### config.mk
export PLATFORM = sky130hd
export DESIGN_NAME = mm61sq_final_cell
export DESIGN_NICKNAME = d
export VERILOG_FILES = /design/src/rtl/core/mm61sq_pkg.sv /design/src/rtl/core/mm61sq_final_cell.sv
export SDC_FILE = /design/constraint.sdc
export NUM_CORES = 1
export LEC_CHECK = 0
export ABC_AREA = 0
export ABC_CLOCK_PERIOD_IN_PS = 9100
export BUFFER_PORTS_ARGS = -buffer_cell sky130_fd_sc_hd__buf_2
export CORE_UTILIZATION = 53
export DETAILED_ROUTE_END_ITERATION = 7
export PLACE_DENSITY_LB_ADDON = 0.1
export SLEW_MARGIN = 25
export SYNTH_ARGS = -nofsm -noshare
export SYNTH_HDL_FRONTEND = slang
export SYNTH_SLANG_ARGS = --single-unit
### constraint.sdc
create_clock -name clk_i -period 9.1 [get_ports clk_i]
set_input_delay 0.455 -clock clk_i [delete_from_list [all_inputs] [get_ports clk_i]]
set_output_delay 0.455 -clock clk_i [all_outputs]
set_load 0.005 [all_outputs]
### src/rtl/core/mm61sq_pkg.sv
// Package for the modular multiplier modulo (2^61-1)^2.
// Holds widths, the modulus, the beat type of the multiply chain and a width helper.
// No dependencies; every other file in rtl/core refers to it by scoped names.
package mm61sq_pkg;

  // Operand and product geometry.
  localparam int unsigned OPND_W     = 122;
  localparam int unsigned PROD_W     = 2 * OPND_W;
  localparam int unsigned LIMB_W     = 32;
  localparam int unsigned N_LIMB     = 4;
  localparam int unsigned LIMB_EXT_W = LIMB_W * N_LIMB;
  localparam int unsigned PP_W       = 2 * LIMB_W;

  // Folding: 2^122 is congruent to 2^62 - 1 modulo M.
  localparam int unsigned RED_W      = OPND_W;
  localparam int unsigned FOLD_SHIFT = 62;

  // Stream widths, padded to whole bytes.
  localparam int unsigned IN_TDATA_W  = 248;
  localparam int unsigned OUT_TDATA_W = 128;

  // M = 2^122 - 2^62 + 1: ones in bits 121..62, plus one.
  localparam logic [OPND_W-1:0] MODULUS = {{(OPND_W-FOLD_SHIFT){1'b1}},
                                           (FOLD_SHIFT)'(1)};

  // Beat that moves along the multiply chain.
  typedef struct packed {
    logic [OPND_W-1:0] a;
    logic [OPND_W-1:0] b;
    logic [PROD_W-1:0] acc;
  } mul_beat_t;

  // Width needed after one fold of a value that is in_w bits wide.
  function automatic int unsigned fold_out_w(input int unsigned in_w);
    int unsigned hi_w;
    int unsigned top_w;
    hi_w  = in_w - RED_W;
    top_w = hi_w + FOLD_SHIFT;
    if (top_w < RED_W) begin
      top_w = RED_W;
    end
    return top_w + 1;
  endfunction

endpackage

### src/rtl/core/mm61sq_final_cell.sv
// Final cell: one conditional subtraction of the modulus, into the output register.
// Its input comes from the last fold. Depends on mm61sq_pkg.
module mm61sq_final_cell #(
  parameter int unsigned IN_W = 123
) (
  input  logic                          clk_i,
  input  logic                          rst_ni,
  input  logic                          in_valid_i,
  output logic                          in_ready_o,
  input  logic [IN_W-1:0]               x_i,
  output logic                          out_valid_o,
  input  logic                          out_ready_i,
  output logic [mm61sq_pkg::OPND_W-1:0] result_o
);

  localparam int unsigned RW = mm61sq_pkg::OPND_W;

  // After four folds the value stays below 2^122 + 2^62.
  localparam logic [IN_W-1:0] FOLD_BOUND = (IN_W'(1) << mm61sq_pkg::RED_W)
                                         + (IN_W'(1) << mm61sq_pkg::FOLD_SHIFT);

  logic [IN_W:0]   diff;
  logic            borrow;
  logic [RW-1:0]   result_d;
  logic [RW-1:0]   result_q;
  logic            valid_q;

  // Subtract M; a borrow means the value was already reduced.
  assign diff     = (IN_W+1)'(x_i) - (IN_W+1)'(mm61sq_pkg::MODULUS);
  assign borrow   = diff[IN_W];
  assign result_d = borrow ? x_i[RW-1:0] : diff[RW-1:0];

  assign in_ready_o = !valid_q || out_ready_i;

  // Output valid flag.
  always_ff @(posedge clk_i or negedge rst_ni) begin
    if (!rst_ni) begin
      valid_q <= 1'b0;
    end else if (in_ready_o) begin
      valid_q <= in_valid_i;
    end
  end

  // Output data register.
  always_ff @(posedge clk_i) begin
    if (in_valid_i && in_ready_o) begin
      result_q <= result_d;
    end
  end

  assign out_valid_o = valid_q;
  assign result_o    = result_q;

`ifndef SYNTHESIS
  // The folds must leave a value that one subtraction fully reduces.
  a_fold_bound: assert property (@(posedge clk_i) disable iff (!rst_ni)
    in_valid_i |-> (x_i < FOLD_BOUND))
    else $error("folded value exceeds the single subtraction range");
`endif

endmodule

==> impl_results.md <==
- ANT nets after route: 0
- Starting DRT DRC Count: 394
- Post-synth EDFFs: 122
- RSZ-0062 raised after global routing: false
- Met1 WL: 6620 µm
- Core footprint: 12000 µm²
- Synth Area in Simple Gates: 23.5%
- Critical Path RT: 9.27 ns
- Avg WL per Cell: 17.3 µm
- Total power: 1.47 mW
- Critical Path Sink: result_o[46]
- Largest net degree at the start of global routing: 65
- Setup CP Type: in -> reg
- Met2 routed WL: 8600 µm
- Critical Path Source: x_i[99]
- Nets@finish: 948
- # DRC: 0
- Final Max Slew Viols: 0
- Reg-to-reg slack, setup: 6.73 ns
- Warnings from Yosys: 0
- F_max: 343 MHz
- Hold Path Class: in -> reg
- Period Utilization, post-route: 32.0%
- First drt pass iteration count: 5
- CTS resizes: 0
- Adder-cell share of the synthesized area: 0.192%
- Synth cell types: 49
- Post-synthesis instance total: 556
- Critical path endpoint category: flop
- Met3 Wirelength: 1330 µm
- Rel. slew slack: 35.7%
- Vias in the first global route: 5333
- Area grow syn2layout: 30.5%
- # IOs: 251
- Most frequent cells in the layout: buf_2 (250), edfxtp_1 (122), xnor2_1 (61), xor2_1 (56), nor2_1 (51)
- DR top layer: met4
- Clock Tree Buf Depth: 2
- Reg2reg path depth: 3
- CTS sink count: 123
- Cts bufs inserted: 17
- Pwr dens: 173 nW/µm²
- GR Overflow Total: 0
- Row count: 40
- Xor/xnor share of the synthesized area: 15.7%
- Startpoint types: input port
- GP Congestion: 0.860
- Share of cells above drive strength 1: 35.4%
- Final hold violations: 0
- DR vias/cell: 5.60
- Via count: 5490
- Hold-fix buffers, CTS: 1
- Die Y: 113 µm
- CTS root buf: clkbuf_16
- Mux cell area share after synthesis: 0%
- Compound-gate portion of the synthesized area: 2.59%
- Worst path arrival time: 3.08 ns
- Largest family of logic cells by synthesized area: simple AND/OR/NAND/NOR gates
- Flops & latches, synth: 123
- Synthesized area per cell: 11.7 µm²
- Dpl hpwl: 12700 µm
- Post-synth ARST share: 0.813%
- Initial antenna violation count: 0
- Total of max-cap violations: 0
- Worst Max-Slew Pin Slew: 0.952 ns
- Worst-path clk slew: 0.05 ns
- Worst Skew: 0.00581 ns
- Post-synth design cell area: 6520 µm²
- Clock latency at the later pin of the worst-skew pair: 0.42 ns
- Most common cell after layout, fill and taps aside: buf_2
- R2r startpoint: out_valid_o
- First-pass GRT wire length: 25900 µm
- Post-CTS Setup Repair Bufs: 0
- Die width: 113 µm
- Main synth FF type: edfxtp_1
- CTS tree: done
- Leak: 3.31 nW
- Setup violators final: 0
- Gr usage total: 26.6%
- H-tree depth: 4
- Die footprint: 12800 µm²
- Reg-to-reg endpoint: result_o[118]
- Diodes inserted: 0
- Initial cell density of the core: 54.3%
- Max IR drop VDD: 0.104 mV
- Placed Instances: 947
- Fin cells: 980
- Post-synthesis sequential area ratio: 56.6%
- Final WL: 16900 µm
- CP max FO: 11
- Status: complete, no violations
- Synth Net Count: 684
- Sum of negative setup slack: 0 ns
- Tmin final: 2.92 ns
- IO buf count: 250
==> worst max-delay path, cell delays in order <==
cell      delay [ns]
buf_2           0.13
nand4_1         0.27
nor4_4          0.43
nand4_1         0.29
a211oi_4        0.50
o21ai_1         0.36
or4_1           0.52
xnor2_1         0.14
==> state kept, by name, indices dropped and copies added, names as in the netlist <==
register	flops
out_valid_o	1
result_o	122
==> logic make-up after synthesis <==
family,count (synthesis)
AND/OR/NAND/NOR,276
XOR/XNOR,117
buffers and inverters,20
flip-flops,123
AO/OA/AOI/OAI,19
adder cells (fa/ha/maj),1
==> cell usage after synthesis, types with 9 or more instances <==
cell / instances / area [µm²]
inv_1: 9 / 33.8
or3_1: 12 / 75.1
nand3_1: 34 / 170
xnor2_1: 61 / 534
nand2_1: 40 / 150
xor2_1: 56 / 490
nor4_1: 23 / 144
edfxtp_1: 122 / 3660
and3_1: 10 / 62.6
nand4_1: 31 / 194
nor3_1: 33 / 165
nor2_1: 51 / 191
==> worst min-delay path by stage <==
stage	start	endpoint	cells after the start
finish	in_valid_i	out_valid_o	2
global route	in_valid_i	out_valid_o	2
CTS	in_valid_i	out_valid_o	2
detailed placement	rst_ni	out_valid_o	1
global placement	rst_ni	out_valid_o	1
floorplan	rst_ni	out_valid_o	0
==> report_power, final <==
group / switching [mW] / internal, mW
registers: 0.00768 / 0.663
clock network: 0.227 / 0.421
logic: 0.0863 / 0.0624
total: 0.321 / 1.15
==> area by class of cell <==
| type | count | area [µm²] |
|---|---|---|
| Clock buffer | 19 | 433 |
| Clock inverter | 13 | 131 |
| Fill cell | 905 | 3500 |
| Inverter | 9 | 33.8 |
| Multi-Input combinational cell | 413 | 2740 |
| Sequential cell | 123 | 3690 |
| Tap cell | 147 | 184 |
| Timing Repair Buffer | 256 | 1300 |
==> per-stage QoR <==
| stage | instance area, µm² | setup WS [ns] | hold slack [ns] | util, % |
|---|---|---|---|---|
| floorplan | 6520 | 5.17 | 0.159 | - |
| global placement | 7930 | 5.81 | 0.230 | 66.1 |
| detailed placement | 7930 | 5.75 | 0.233 | 66.1 |
| CTS | 8510 | 6.17 | 0.240 | 70.8 |
| global route | 8510 | 5.97 | 0.257 | 70.8 |
| finish | 8510 | 6.18 | 0.250 | 70.8 |
==> routing by layer <==
| layer | GRT usage, % | vias to the layer above |
|---|---|---|
| li1 | - | 2627 |
| met1 | 30.0 | 2596 |
| met2 | 46.7 | 236 |
| met3 | 8.14 | 31 |
| met4 | 11.9 | 0 |
| met5 | 0 | - |
Note: power is estimated with default switching activity, not from simulation.
